[config.mk]
export PLATFORM = sky130hd
export DESIGN_NAME = number_to_english_word_codes
export DESIGN_NICKNAME = d
export VERILOG_FILES = /design/src/rtl/nte_pkg.sv /design/src/rtl/number_to_english_word_codes.sv /design/src/rtl/nte_bcd.sv
export SDC_FILE = /design/constraint.sdc
export NUM_CORES = 1
export LEC_CHECK = 0
export BUFFER_PORTS_ARGS = -buffer_cell sky130_fd_sc_hd__buf_2
export CORE_MARGIN = 3
export CORE_UTILIZATION = 55
export DETAILED_ROUTE_END_ITERATION = 6
export PLACE_DENSITY = 0.81
export SLEW_MARGIN = 0
export SYNTH_ARGS = -nofsm -noshare
export SYNTH_HDL_FRONTEND = slang
export SYNTH_SLANG_ARGS = --single-unit
[constraint.sdc]
create_clock -name clk -period 4.4 [get_ports clk]
set_input_delay 0.44 -clock clk [delete_from_list [all_inputs] [get_ports clk]]
set_output_delay 0.44 -clock clk [all_outputs]
set_load 0.01 [all_outputs]
[src/rtl/nte_pkg.sv]
`timescale 1ns / 1ps
// ----------------------------------------------------------------------------
// nte_pkg: shared types, word codes and control program
// Word code constants, the decimal digit vector type and the read-only
// control store that drives the word sequencer.
// ----------------------------------------------------------------------------
package nte_pkg;

  // Input and output field widths.
  localparam int VALUE_W   = 31;
  localparam int CODE_W    = 5;
  localparam int NUM_DIGITS = 10;

  // Word codes that the sequencer produces by name.
  localparam logic [CODE_W-1:0] WORD_ZERO     = 5'd0;
  localparam logic [CODE_W-1:0] WORD_TEN      = 5'd10;
  localparam logic [CODE_W-1:0] TENS_BASE     = 5'd18;
  localparam logic [CODE_W-1:0] WORD_HUNDRED  = 5'd28;
  localparam logic [CODE_W-1:0] WORD_THOUSAND = 5'd29;
  localparam logic [CODE_W-1:0] WORD_MILLION  = 5'd30;
  localparam logic [CODE_W-1:0] WORD_BILLION  = 5'd31;

  // Ten BCD digits, index 0 is the ones digit.
  typedef logic [NUM_DIGITS-1:0][3:0] digits_t;

  // Control store geometry.
  localparam int PROG_LEN = 26;
  localparam int PC_W     = $clog2(PROG_LEN);
  typedef logic [PC_W-1:0] pc_t;

  // Word source selected by a control word.
  typedef enum logic [2:0] {
    SEL_NONE,
    SEL_ZERO,
    SEL_HDIG,
    SEL_HUNDRED,
    SEL_TENS,
    SEL_ONES,
    SEL_SCALE
  } sel_t;

  // Condition tested by a control word.
  typedef enum logic [2:0] {
    C_ALWAYS,
    C_VAL_NZ,
    C_GRP_Z,
    C_H_NZ,
    C_TENS,
    C_ONES
  } cond_t;

  // One control word: when the condition holds, a word is emitted and/or
  // the step counter jumps; fin ends the program after this step.
  typedef struct packed {
    sel_t       sel;
    cond_t      cond;
    logic       emit;
    logic       jump;
    pc_t        target;
    logic [1:0] grp;
    logic       fin;
  } ctrl_t;

  function automatic ctrl_t cw(sel_t sel, cond_t cond, logic emit, logic jump,
                               pc_t target, logic [1:0] grp, logic fin);
    ctrl_t w;
    w.sel    = sel;
    w.cond   = cond;
    w.emit   = emit;
    w.jump   = jump;
    w.target = target;
    w.grp    = grp;
    w.fin    = fin;
    return w;
  endfunction

  // The spelling program. Groups are billions, millions, thousands, units.
  // Each group opens with a skip over the whole group when it is zero.
  function automatic ctrl_t nte_prog(pc_t pc);
    ctrl_t w;
    unique case (pc)
      // Zero is the only input that spells as the single word Zero.
      5'd0:  w = cw(SEL_NONE,    C_VAL_NZ, 1'b0, 1'b1, 5'd2,  2'd0, 1'b0);
      5'd1:  w = cw(SEL_ZERO,    C_ALWAYS, 1'b1, 1'b0, 5'd0,  2'd0, 1'b1);
      // Billions group.
      5'd2:  w = cw(SEL_NONE,    C_GRP_Z,  1'b0, 1'b1, 5'd8,  2'd0, 1'b0);
      5'd3:  w = cw(SEL_HDIG,    C_H_NZ,   1'b1, 1'b0, 5'd0,  2'd0, 1'b0);
      5'd4:  w = cw(SEL_HUNDRED, C_H_NZ,   1'b1, 1'b0, 5'd0,  2'd0, 1'b0);
      5'd5:  w = cw(SEL_TENS,    C_TENS,   1'b1, 1'b0, 5'd0,  2'd0, 1'b0);
      5'd6:  w = cw(SEL_ONES,    C_ONES,   1'b1, 1'b0, 5'd0,  2'd0, 1'b0);
      5'd7:  w = cw(SEL_SCALE,   C_ALWAYS, 1'b1, 1'b0, 5'd0,  2'd0, 1'b0);
      // Millions group.
      5'd8:  w = cw(SEL_NONE,    C_GRP_Z,  1'b0, 1'b1, 5'd14, 2'd1, 1'b0);
      5'd9:  w = cw(SEL_HDIG,    C_H_NZ,   1'b1, 1'b0, 5'd0,  2'd1, 1'b0);
      5'd10: w = cw(SEL_HUNDRED, C_H_NZ,   1'b1, 1'b0, 5'd0,  2'd1, 1'b0);
      5'd11: w = cw(SEL_TENS,    C_TENS,   1'b1, 1'b0, 5'd0,  2'd1, 1'b0);
      5'd12: w = cw(SEL_ONES,    C_ONES,   1'b1, 1'b0, 5'd0,  2'd1, 1'b0);
      5'd13: w = cw(SEL_SCALE,   C_ALWAYS, 1'b1, 1'b0, 5'd0,  2'd1, 1'b0);
      // Thousands group.
      5'd14: w = cw(SEL_NONE,    C_GRP_Z,  1'b0, 1'b1, 5'd20, 2'd2, 1'b0);
      5'd15: w = cw(SEL_HDIG,    C_H_NZ,   1'b1, 1'b0, 5'd0,  2'd2, 1'b0);
      5'd16: w = cw(SEL_HUNDRED, C_H_NZ,   1'b1, 1'b0, 5'd0,  2'd2, 1'b0);
      5'd17: w = cw(SEL_TENS,    C_TENS,   1'b1, 1'b0, 5'd0,  2'd2, 1'b0);
      5'd18: w = cw(SEL_ONES,    C_ONES,   1'b1, 1'b0, 5'd0,  2'd2, 1'b0);
      5'd19: w = cw(SEL_SCALE,   C_ALWAYS, 1'b1, 1'b0, 5'd0,  2'd2, 1'b0);
      // Units group, which has no scale word.
      5'd20: w = cw(SEL_NONE,    C_GRP_Z,  1'b0, 1'b1, 5'd25, 2'd3, 1'b0);
      5'd21: w = cw(SEL_HDIG,    C_H_NZ,   1'b1, 1'b0, 5'd0,  2'd3, 1'b0);
      5'd22: w = cw(SEL_HUNDRED, C_H_NZ,   1'b1, 1'b0, 5'd0,  2'd3, 1'b0);
      5'd23: w = cw(SEL_TENS,    C_TENS,   1'b1, 1'b0, 5'd0,  2'd3, 1'b0);
      5'd24: w = cw(SEL_ONES,    C_ONES,   1'b1, 1'b0, 5'd0,  2'd3, 1'b0);
      // End of program; unused addresses also end it.
      default: w = cw(SEL_NONE,  C_ALWAYS, 1'b0, 1'b0, 5'd0,  2'd3, 1'b1);
    endcase
    return w;
  endfunction

endpackage

[src/rtl/number_to_english_word_codes.sv]
`timescale 1ns / 1ps
// ----------------------------------------------------------------------------
// number_to_english_word_codes: spell an integer as English word codes
// Converts a 31-bit value to decimal, then runs a small control program
// that emits the words of its English spelling, most significant first.
// ----------------------------------------------------------------------------
// Usage:
//   Input channel: value with in_valid / in_stall. A transfer is taken only
//   while the block is idle; in_stall is high from the transfer until the
//   last word of that number has moved into the output register.
//   Output channel: word_code and last_word with out_valid / out_stall. Each
//   word is one transfer; last_word marks the final word of a number.
//   Sequence: the serial decimal conversion runs first, then the control
//   program steps once per cycle unless it waits on the output, 2 to 25
//   steps, and a flush state hands over the final word. A new number is
//   taken only once the final word of the last one has moved into the
//   output register.
//   One word is held back in a pending register so that the final word can
//   be marked; a stalled receiver holds the output register and the program
//   waits whenever it must emit while both the output and the pending word
//   are full.
//   Reset: synchronous, active high; clears the sequencer to idle and drops
//   out_valid. Words in flight are discarded.
// ----------------------------------------------------------------------------
module number_to_english_word_codes (
  input  logic                          clk,
  input  logic                          rst,
  input  logic                          in_valid,
  output logic                          in_stall,
  input  logic [nte_pkg::VALUE_W-1:0]   value,
  output logic                          out_valid,
  input  logic                          out_stall,
  output logic [nte_pkg::CODE_W-1:0]    word_code,
  output logic                          last_word
);
  import nte_pkg::*;

  typedef enum logic [1:0] {
    ST_IDLE,
    ST_CONV,
    ST_RUN,
    ST_FLUSH
  } state_t;

  state_t            state;
  pc_t               pc;
  pc_t               pc_next;
  logic              pend_valid;
  logic [CODE_W-1:0] pend_code;

  logic              accept;
  logic              bcd_done;
  digits_t           digits;

  ctrl_t             ctrl;
  logic [3:0]        h;
  logic [3:0]        t;
  logic [3:0]        o;
  logic              cond_ok;
  logic [CODE_W-1:0] word;
  logic              do_emit;
  logic              out_free;
  logic              step_ok;
  logic              out_load;

  assign in_stall = (state != ST_IDLE);
  assign accept   = in_valid && (state == ST_IDLE);
  assign out_free = !out_valid || !out_stall;

  // Decimal conversion unit.
  nte_bcd u_bcd (
    .clk    (clk),
    .rst    (rst),
    .start  (accept),
    .value  (value),
    .done   (bcd_done),
    .digits (digits)
  );

  // Fetch the control word and select the digits of its group.
  always_comb begin
    ctrl = nte_prog(pc);
    unique case (ctrl.grp)
      2'd0: begin
        h = 4'd0;
        t = 4'd0;
        o = digits[9];
      end
      2'd1: begin
        h = digits[8];
        t = digits[7];
        o = digits[6];
      end
      2'd2: begin
        h = digits[5];
        t = digits[4];
        o = digits[3];
      end
      default: begin
        h = digits[2];
        t = digits[1];
        o = digits[0];
      end
    endcase
  end

  // Evaluate the step condition.
  always_comb begin
    unique case (ctrl.cond)
      C_ALWAYS: cond_ok = 1'b1;
      C_VAL_NZ: cond_ok = |digits;
      C_GRP_Z:  cond_ok = (h == 4'd0) && (t == 4'd0) && (o == 4'd0);
      C_H_NZ:   cond_ok = (h != 4'd0);
      C_TENS:   cond_ok = (t >= 4'd2);
      C_ONES:   cond_ok = (t >= 4'd2) ? (o != 4'd0) : ((t != 4'd0) || (o != 4'd0));
      default:  cond_ok = 1'b0;
    endcase
  end

  // Build the word that this step emits.
  always_comb begin
    unique case (ctrl.sel)
      SEL_ZERO:    word = WORD_ZERO;
      SEL_HDIG:    word = {1'b0, h};
      SEL_HUNDRED: word = WORD_HUNDRED;
      SEL_TENS:    word = TENS_BASE + {1'b0, t};
      // Below twenty the tens digit is zero or one: a ones or a teen word.
      SEL_ONES:    word = (t >= 4'd2) ? {1'b0, o} :
                          ((t != 4'd0) ? WORD_TEN + {1'b0, o} : {1'b0, o});
      SEL_SCALE: begin
        unique case (ctrl.grp)
          2'd0:    word = WORD_BILLION;
          2'd1:    word = WORD_MILLION;
          2'd2:    word = WORD_THOUSAND;
          default: word = WORD_ZERO;
        endcase
      end
      default:     word = WORD_ZERO;
    endcase
  end

  // A step waits only when it must push the pending word into a full output.
  // The output register loads when a step pushes the pending word out, or
  // when the final word is handed over.
  always_comb begin
    do_emit  = cond_ok && ctrl.emit;
    step_ok  = !do_emit || !pend_valid || out_free;
    pc_next  = (cond_ok && ctrl.jump) ? ctrl.target : pc + 1'b1;
    out_load = ((state == ST_RUN) && step_ok && do_emit && pend_valid) ||
               ((state == ST_FLUSH) && out_free);
  end

  // Sequencer state, pending word and output register.
  always_ff @(posedge clk) begin
    if (rst) begin
      state      <= ST_IDLE;
      pc         <= '0;
      pend_valid <= 1'b0;
      out_valid  <= 1'b0;
    end else begin
      if (out_load) begin
        out_valid <= 1'b1;
        word_code <= pend_code;
        last_word <= (state == ST_FLUSH);
      end else if (out_free) begin
        out_valid <= 1'b0;
      end
      unique case (state)
        ST_IDLE: begin
          if (accept) begin
            state <= ST_CONV;
          end
        end
        ST_CONV: begin
          if (bcd_done) begin
            state <= ST_RUN;
            pc    <= '0;
          end
        end
        ST_RUN: begin
          if (step_ok) begin
            if (do_emit) begin
              pend_valid <= 1'b1;
              pend_code  <= word;
            end
            pc <= pc_next;
            if (ctrl.fin) begin
              state <= ST_FLUSH;
            end
          end
        end
        ST_FLUSH: begin
          if (out_free) begin
            pend_valid <= 1'b0;
            state      <= ST_IDLE;
          end
        end
        default: begin
          state <= ST_IDLE;
        end
      endcase
    end
  end

endmodule

[src/rtl/nte_bcd.sv]
`timescale 1ns / 1ps
// ----------------------------------------------------------------------------
// nte_bcd: serial binary to BCD converter
// Shift-and-add-3 conversion, one input bit per cycle, MSB first.
// ----------------------------------------------------------------------------
module nte_bcd (
  input  logic                          clk,
  input  logic                          rst,
  input  logic                          start,
  input  logic [nte_pkg::VALUE_W-1:0]   value,
  output logic                          done,
  output nte_pkg::digits_t              digits
);
  import nte_pkg::*;

  localparam int CNT_W = $clog2(VALUE_W);

  logic [VALUE_W-1:0] sh;
  logic [CNT_W-1:0]   cnt;
  logic               run;
  digits_t            adj;
  logic [4*NUM_DIGITS:0] cat;

  // Add three to every digit of five or more before the shift.
  always_comb begin
    for (int i = 0; i < NUM_DIGITS; i++) begin
      adj[i] = (digits[i] >= 4'd5) ? digits[i] + 4'd3 : digits[i];
    end
    cat = {adj, sh[VALUE_W-1]};
  end

  // Shift register, digit register and bit counter.
  always_ff @(posedge clk) begin
    if (rst) begin
      run    <= 1'b0;
      done   <= 1'b0;
      cnt    <= '0;
      digits <= '0;
    end else begin
      done <= 1'b0;
      if (start) begin
        run    <= 1'b1;
        cnt    <= '0;
        sh     <= value;
        digits <= '0;
      end else if (run) begin
        digits <= digits_t'(cat[4*NUM_DIGITS-1:0]);
        sh     <= {sh[VALUE_W-2:0], 1'b0};
        cnt    <= cnt + 1'b1;
        if (cnt == CNT_W'(VALUE_W - 1)) begin
          run  <= 1'b0;
          done <= 1'b1;
        end
      end
    end
  end

endmodule
==> results of run 1 <==
==> cell usage after synthesis, drive strengths merged (17+ instances only) <==
master / number
inv: 40
mux2: 41
a21oi: 47
o21ai: 47
nor2: 63
dfxtp: 72
ha: 47
mux2i: 21
nor3: 17
clkbuf: 18
edfxtp: 42
nand3: 17
nand2: 47
==> worst max path at each step <==
| stage | from | slack, ps | to |
|---|---|---|---|
| floorplan | ctrl[2]$_SDFF_PP1_ | 630 | ctrl[10]$_DFF_P_ |
| global placement | ctrl[1]$_DFF_P_ | 390 | ctrl[10]$_DFF_P_ |
| detailed placement | ctrl[1]$_DFF_P_ | 210 | ctrl[10]$_DFF_P_ |
| CTS | ctrl[1]$_DFF_P_ | 170 | ctrl[12]$_DFF_P_ |
| finish | ctrl[1]$_DFF_P_ | 280 | ctrl[12]$_DFF_P_ |
| global route | ctrl[1]$_DFF_P_ | 40 | ctrl[12]$_DFF_P_ |
==> worst max-delay path, stage by stage (launching register included) <==
cell,delay (ps)
dfxtp_2,510
mux2_2,370
a22o_1,210
o41ai_1,400
nor4b_4,330
a31oi_1,200
or2_4,300
a222oi_1,420
or2_2,250
ha_1,300
inv_1,140
o31a_1,320
a221oi_1,250
==> what timing repair did <==
action | 4_1_cts | 5_1_grt
setup endpoints to repair | 0 | 8
gates resized for setup | 0 | 5
buffers inserted | 0 | 0
==> sequential cells by signal (all words and copies together), names as in the netlist <==
signal / count
ctrl: 16
last_word: 1
out_valid: 1
pc: 5
pend_code: 5
pend_valid: 1
state: 2
u_bcd.cnt: 5
u_bcd.digits: 40
u_bcd.done: 1
u_bcd.run: 1
u_bcd.sh: 31
word_code: 5
==> cells by family after synthesis <==
| family | Yosys count | synth area share, % |
|---|---|---|
| flip-flops | 114 | 41.2 |
| XOR/XNOR | 28 | 3.74 |
| adder cells (fa/ha/maj) | 47 | 8.96 |
| AND/OR/NAND/NOR | 198 | 15.0 |
| AO/OA/AOI/OAI | 154 | 14.9 |
| buffers and inverters | 73 | 4.67 |
| multiplexers | 66 | 11.6 |
==> stage by stage <==
stage               hold slack [ps]  setup slack (ps)  util [%]  power [mW]
floorplan                       400               627         -        1.83
global route                    307              40.2      65.3        3.61
CTS                             311               167      65.1        3.47
finish                          318               282      65.3        3.46
detailed placement              405               206      59.7        2.02
global placement                404               386      59.7        1.99
==> cell type report <==
type | instances | area, sq um | share of cell area, %
multi-input combinational | 493 | 3580 | 47.6
sequential | 114 | 2710 | 36.0
clock buffer | 17 | 425 | 5.66
timing repair buffer | 52 | 285 | 3.79
clock inverter | 15 | 198 | 2.63
tap | 143 | 179 | 2.38
inverter | 40 | 150 | 2.00
==> report_power, final <==
group          switching, mW  leakage, nW  internal, mW
sequential            0.0624        0.974          1.24
combinational          0.416         1.57         0.300
clock                  0.535        0.305         0.907
total                   1.01         2.85          2.45
==> routing by layer <==
layer	track usage, %	share of wire (%)	vias up
li1	-	-	2526
met1	28.4	41	2544
met2	39.4	50	219
met3	6.21	6.9	37
met4	10.3	2.3	2
met5	0	0.085	-
==> results.toml, run 1 <==
[placed_design]
placed_cell_area_sq_um = 6870
gp_congestion = 0.902
hpwl_um = 10600
place_inst = 842
port_buffers = 42

[clocking]
clock_latency_ps = 420
clk_path_buf_depth = 2
hold_buffers = 0
htree_levels = 4
cts-buffers-inserted = 17
cts_tree = "done"
clock-sinks = 114
cts_root_buf = "clkbuf_16"
clk_pin_slew_worst_paths_ps = 60

[synth]
synthArstFlopShare_pct = 0
synth_top_area_share_pct = 22.0
ys_seq_area_share_pct = 41.2
synth.area.top_cells = "dfxtp_1 22%, edfxtp_1 19%, ha_1 9.0%, mux2_2 6.9%, nor2_1 3.6%"
synth_ff_type = "dfxtp_1"
synth_cells = 680
yosysUniqueCellTypes = 66
synth-edff-count = 42
syn_nets = 762
ys_warn_count = 0
ys_ff_latch = 114
synth_top_area_cell = "dfxtp_1"
syn-mean-instance-area_sq_um = 9.65
syn_area_sq_um = 6560

[floorplanning]
die_x_um = 115
die-height_um = 115
ios = 43
coreArea_sq_um = 11500
num_rows = 39
die_area_sq_um = 13300
start_util_pct = 57.0

[worst_setup_path]
r2r_cells = 12
rr_startpoint = "ctrl[1]$_DFF_P_"
end_kind = "register"
arrival_ps = 4440
path_max_fanout = 15
r2r_setup_slack_ps = 280
path_class = "register to register"
cp-start-kind = "register"
r2r-end = "ctrl[12]$_DFF_P_"
required_ps = 4730

[cells_and_area]
layout_commonest_cell = "dfxtp_1"
diodes = 0
fillers = 888
nets = 800
stdcell_area_sq_um = 7520
drive_above_1_share_pct = 20.1
area_delta_synth_final_pct = 14.6
final_cell_mix = "70 x dfxtp_1, 62 x nor2_1, 47 x nand2_1, 47 x a21oi_1, 47 x ha_1"
finalNonFillerCells = 874

[timing]
clock.fmax_ghz = 0.243
finalCritPeriodShare_pct = 93.6
relSlewSlack_pct = 16.7
grt_setup_unrepaired = "false"
setup_viol = 0
fin_tns_setup_ps = 0
final_hold_viol_count = 0
finClkSkew_ps = 15.7
tightest_slew_ps = 1250
fin_crit_ps = 4120
maxSlewViolCount = 0

[run]
cap_violations = 0

[global_routing]
antenna_found_initial = 1
grt_max_degree = 47
grt_overflow = 0
grtUsageTotal_pct = 23.5
grt_pass1_vias = 5122
grt_pass1_wl_um = 24600

[power_and_ir_drop]
power.leakage_nw = 2.85
power.density_nw_per_um2 = 461
ir_drop_v = 0.000225

[routing]
vias_per_cell = 6.10
vias = 5328
drc = 0
wl_um = 15200
ant_nets = 0
first_pass_iters = 5
wl_per_cell_um = 17.4
drt_iter0_markers = 559

[min_path]
hp-class = "input pin to register"
whs_path_depth = 2
min-delay-start = "value[3]"
worstHoldEndpoint = "u_bcd.sh[3]$_DFFE_PP_"

[outcome]
run_status = "completed"
(Power assumes the default switching activity.)
==> run 2, diff against run 1 <==
Settings changed: CTS_CLUSTER_SIZE from default to 28, PLACE_DENSITY 0.81 to 0.84.
==> run 2 against run 1 <==
  * Setup slack better by 1.3 ps
  * First-iteration DRC count rose by 1.6%
  * Count of clock-buffer cells in the layout is 2 higher
  * Register-to-register slack about the same
  * Wire length is 1.6% lower
  * Global-route usage about the same
  * Hold slack better by 1.7 ps
  * Sequential share of layout area rose by 0.24 points
  * Critical endpoint unchanged
  * Largest power group unchanged
==> results.toml, run 2 (synthesis results as in run 1) <==
[worst_setup_path]
path_class = "register to register"
path_buf_inv = 1
crit_slowest_cell = "mux4_2"
end_kind = "register"
required_ps = 4720
path_delay_family = "simple AND/OR/NAND/NOR gates"
path_max_fanout = 7
arrival_ps = 4440
critPathMaxStageDelay_ps = 580
rr_startpoint = "ctrl[2]$_SDFF_PP1_"
cp-start-kind = "register"
crit_start = "ctrl[2]$_SDFF_PP1_"
crit_chain = "mux4_2 > nor4_4 > nor2_1 > nor4b_4 > a31oi_1 > or2_4 > a222oi_1 > or2_2 > ha_1 > inv_1 > o31a_1 > a221oi_1"

[floorplanning]
ios = 43
coreArea_sq_um = 11500
die-height_um = 115
die_x_um = 115
start_util_pct = 57.0
num_rows = 39
die_area_sq_um = 13300

[routing]
vias_per_cell = 6.08
wl_um = 15000
ant_nets = 0
drc = 0
first_pass_iters = 5
vias = 5311
drt_iter0_markers = 568
wl_per_cell_um = 17.1

[timing]
maxSlewViolCount = 0
fin_tns_setup_ps = 0
setup_ws_ps = 284
final_hold_viol_count = 0
tightest_slew_ps = 1280
finClkSkew_ps = 13.4
fin_crit_ps = 4120
setup_viol = 0
grt_setup_unrepaired = "false"
clock.fmax_ghz = 0.243
finalCritPeriodShare_pct = 93.6
relSlewSlack_pct = 14.4

[cells_and_area]
largest_reg_flops = 40
regMostFlops = "u_bcd.digits"
diodes = 0
final_cell_mix = "70 x dfxtp_1, 62 x nor2_1, 47 x nand2_1, 47 x a21oi_1, 47 x ha_1"
nets = 800
layout_commonest_cell = "dfxtp_1"
area_delta_synth_final_pct = 13.8
drive_above_1_share_pct = 19.6

[clocking]
clock-sinks = 114
clock_latency_ps = 430
htree_levels = 4
cts-buffers-inserted = 17
cts_tree = "done"
post_cts_buffers = 0
hold_buffers = 0
clk_pin_slew_worst_paths_ps = 60
clk_path_buf_depth = 2
cts_root_buf = "clkbuf_16"

[global_routing]
antenna_found_initial = 0
grt.met3_usage_pct = 6.95
grtUsageTotal_pct = 23.5
grt_busiest_layer = "met2"
grt_overflow = 0
met2_usage_pct = 39.7
grt_pass1_wl_um = 24600
grt_util_met1_pct = 27.2
grt_pass1_vias = 5184
grt_max_degree = 47

[placed_design]
port_buffers = 42
gp_congestion = 0.954
hpwl_um = 10400
pre_cts_ws_ps = 225

[power_and_ir_drop]
power.density_nw_per_um2 = 452
power.leakage_nw = 2.82
ir_drop_v = 0.000275

[min_path]
hp-class = "input pin to register"
min-delay-start = "value[15]"

[outcome]
run_status = "completed"

[run]
cap_violations = 0
==> run 2: cell count changes in the layout (fill, tap and decap cells not counted) <==
| cell | previous run | this run |
|---|---|---|
| inv_8 | 1 | 0 |
| a221oi_1 | 2 | 3 |
| inv_6 | 5 | 0 |
| a22oi_2 | 1 | 0 |
| a221oi_4 | 1 | 0 |
| clkbuf_1 | 0 | 2 |
| clkinv_4 | 6 | 4 |
| clkinv_2 | 0 | 3 |
| a22oi_1 | 4 | 5 |
| clkinvlp_4 | 0 | 3 |
==> run 2: report_power, final <==
part	leakage, nW	switching, mW	internal, mW	total [mW]
clock	0.283	0.488	0.887	1.37
sequential	0.974	0.0639	1.24	1.31
combinational	1.56	0.403	0.295	0.698
total	2.82	0.955	2.42	3.38
==> run 2: metrics by stage <==
| step | area, sq um | cells | power, mW | hold WS (ps) | util (%) |
|---|---|---|---|---|---|
| after CTS | 7470 | 874 | 3.40 | 306 | 64.8 |
| after detailed placement | 6870 | 842 | 2.01 | 405 | 59.7 |
| final | 7470 | 874 | 3.38 | 320 | 64.9 |
| after global placement | 6870 | 842 | 1.98 | 402 | 59.7 |
| after global routing | 7470 | 874 | 3.52 | 316 | 64.9 |
| after floorplan | 6560 | 680 | 1.83 | 400 | - |
==> run 2: layout make-up <==
class,count,area (sq um)
fill,847,4050
multi-input combinational,493,3550
sequential,114,2710
clock buffer,19,433
timing repair buffer,52,285
tap,143,179
clock inverter,13,163
inverter,40,150
==> run 2: worst paths after layout <==
kind / to / slack, ps / cells past startpoint
worst max register to register: ctrl[12]$_DFF_P_ / 280 / 12
worst max-delay path: ctrl[12]$_DFF_P_ / 280 / 12
worst min register to register: word_code[3]$_DFFE_PP_ / 420 / 0
worst min-delay path: u_bcd.sh[15]$_DFFE_PP_ / 320 / 2
==> run 2: what timing repair did <==
action	4_1_cts	5_1_grt
hold endpoints to repair	0	0
resized for setup	0	2
setup endpoints to repair	0	7
==> run 2: per-layer routing <==
metal  wire length, um  up-vias
met3               961       51
li1                  -     2522
met4               499        0
met1              6210     2518
met2              7290      220
met5                 0        -
==> run 3, diff against run 2 <==
Settings changed: PLACE_DENSITY 0.84 to 0.87.
Clock period 4.4 ns to 3.4 ns, I/O delays scaled along.
==> run 3 against run 2 <==
  * The run now ends with design-rule violations, negative setup slack left
  * Clock power rose by 39%
  * Sequential power is 31% higher
  * Utilization grew 11 points
  * Sequential cell count is the same
  * Wire length increased by 65%
  * Via count increased by 28%
  * Register-to-register slack lost 1000 ps
  * Setup slack worse by 1000 ps
  * Count of clock-buffer cells in the layout is 1 lower
  * Final cell count rose by 13%
  * Combinational power grew 92%
  * Sequential share of layout area decreased by 5.0 points
==> results.toml, run 3 (synthesis results as in run 1) <==
[cells_and_area]
drive_above_1_share_pct = 35.9
regMostFlops = "u_bcd.digits"
fin_util_pct = 75.4
final_cell_mix = "111 x buf_4, 70 x dfxtp_1, 59 x nor2_1, 47 x nand2_1, 47 x a21oi_1"
nets = 913
area_delta_synth_final_pct = 32.4
largest_reg_flops = 40
layout_commonest_cell = "buf_4"
finalNonFillerCells = 987
diodes = 0

[run]
cap_violations = 0

[floorplanning]
num_rows = 39
die_x_um = 115
coreArea_sq_um = 11500
die_area_sq_um = 13300
start_util_pct = 57.0
die-height_um = 115
ios = 43

[clocking]
clk_pin_slew_worst_paths_ps = 60
cts-buffers-inserted = 17
clock-sinks = 114
cts_root_buf = "clkbuf_16"
cts_tree = "done"
htree_levels = 4
clk_path_buf_depth = 2
hold_buffers = 0
clock_latency_ps = 440

[timing]
tightest_slew_ps = 663
clock.fmax_ghz = 0.240
fin_crit_ps = 4160
maxSlewViolCount = 0
grt_setup_unrepaired = "true"
finalCritPeriodShare_pct = 122
holdWs_ps = 206
final_hold_viol_count = 0
relSlewSlack_pct = 55.7
setup_viol = 25
setup_ws_ps = -761
finClkSkew_ps = 8.27

[worst_setup_path]
required_ps = 3680
arrival_ps = 4440
crit_slowest_cell = "mux4_2"
crit_chain = "buf_6 > mux4_2 > nor4_4 > nor2_2 > nor4b_4 > buf_4 > a31oi_4 > buf_4 > a211oi_2 > a211o_1 > buf_6 > buf_4 > nor2_1 > a221oi_2 > nor3_1"
path_common_cell = "buf_4"
end_kind = "register"
critPathMaxStageDelay_ps = 570
path_class = "register to register"
path_buf_inv = 5
path_max_fanout = 6
path_delay_family = "compound AO/OA/AOI/OAI gates"
cp-start-kind = "register"

[routing]
ant_nets = 0
drt_iter0_markers = 1318
vias = 6785
wl_um = 24600
wl_per_cell_um = 25.0
drc = 1
vias_per_cell = 6.87
first_pass_iters = 7

[min_path]
hp-class = "input pin to register"

[power_and_ir_drop]
power.density_nw_per_um2 = 570
power_mw = 4.95
power.leakage_nw = 3.45
ir_drop_v = 0.000384

[outcome]
violations = "design-rule violations, negative setup slack"
run_status = "finished with violations"

[global_routing]
grtUsageTotal_pct = 32.9
grt_pass1_vias = 6479
grt_pass1_wl_um = 33700
grt_max_degree = 47
antenna_found_initial = 0
grt_overflow = 0

[placed_design]
hpwl_um = 12600
port_buffers = 42
gp_congestion = 0.949
place_inst = 933
## run 3: cell types whose count changed in the layout (fill, tap and decap cells not counted), sizes merged
cell / before / now
buf: 52 / 165
inv: 40 / 43
clkbuf: 19 / 18
clkinv: 7 / 6
clkinvlp: 3 / 2
## run 3: metrics by stage
stage | setup WS (ps) | TNS [ps] | instance area, sq um
CTS | -281 | -2690 | 8440
global placement | -210 | -1580 | 7600
detailed placement | -369 | -3990 | 7600
finish | -761 | -9220 | 8690
global route | -944 | -12440 | 8690
floorplan | -248 | -1450 | 6610
## run 3: path summary, 6_finish.rpt
kind                          startpoint                      to  slack [ps]  depth (start not counted)
hold reg to reg   pend_code[0]$_DFFE_PP_  word_code[0]$_DFFE_PP_         420                          0
setup / recovery      ctrl[2]$_SDFF_PP1_        ctrl[15]$_DFF_P_        -760                         15
hold / removal                  value[5]   u_bcd.sh[5]$_DFFE_PP_         210                          2
setup reg to reg      ctrl[2]$_SDFF_PP1_        ctrl[15]$_DFF_P_        -760                         15
## run 3: final cells by class
class | count | area (sq um)
multi-input combinational | 493 | 3840
fill | 594 | 2830
sequential | 114 | 2710
timing repair buffer | 165 | 1180
clock buffer | 18 | 439
clock inverter | 14 | 180
tap | 143 | 179
inverter | 40 | 158
## run 3: repair_timing
item	in CTS	in global routing
pin swaps	20	21
endpoints found under the setup margin	24	31
buffers inserted	12	10
resized for setup	31	40
## run 3: routing by layer
layer  GRT usage, %  vias to the layer above  share of wire, %
met5              0                        -                 0
met4           21.2                        0               9.4
li1               -                     2762                 -
met3           7.79                      233                11
met1           36.3                     3180                33
met2           56.4                      610                46
## run 3: power by group
group	internal (mW)	leakage (nW)	switching, mW
Clock	1.18	0.297	0.722
Combinational	0.586	2.18	0.755
Sequential	1.61	0.975	0.0998
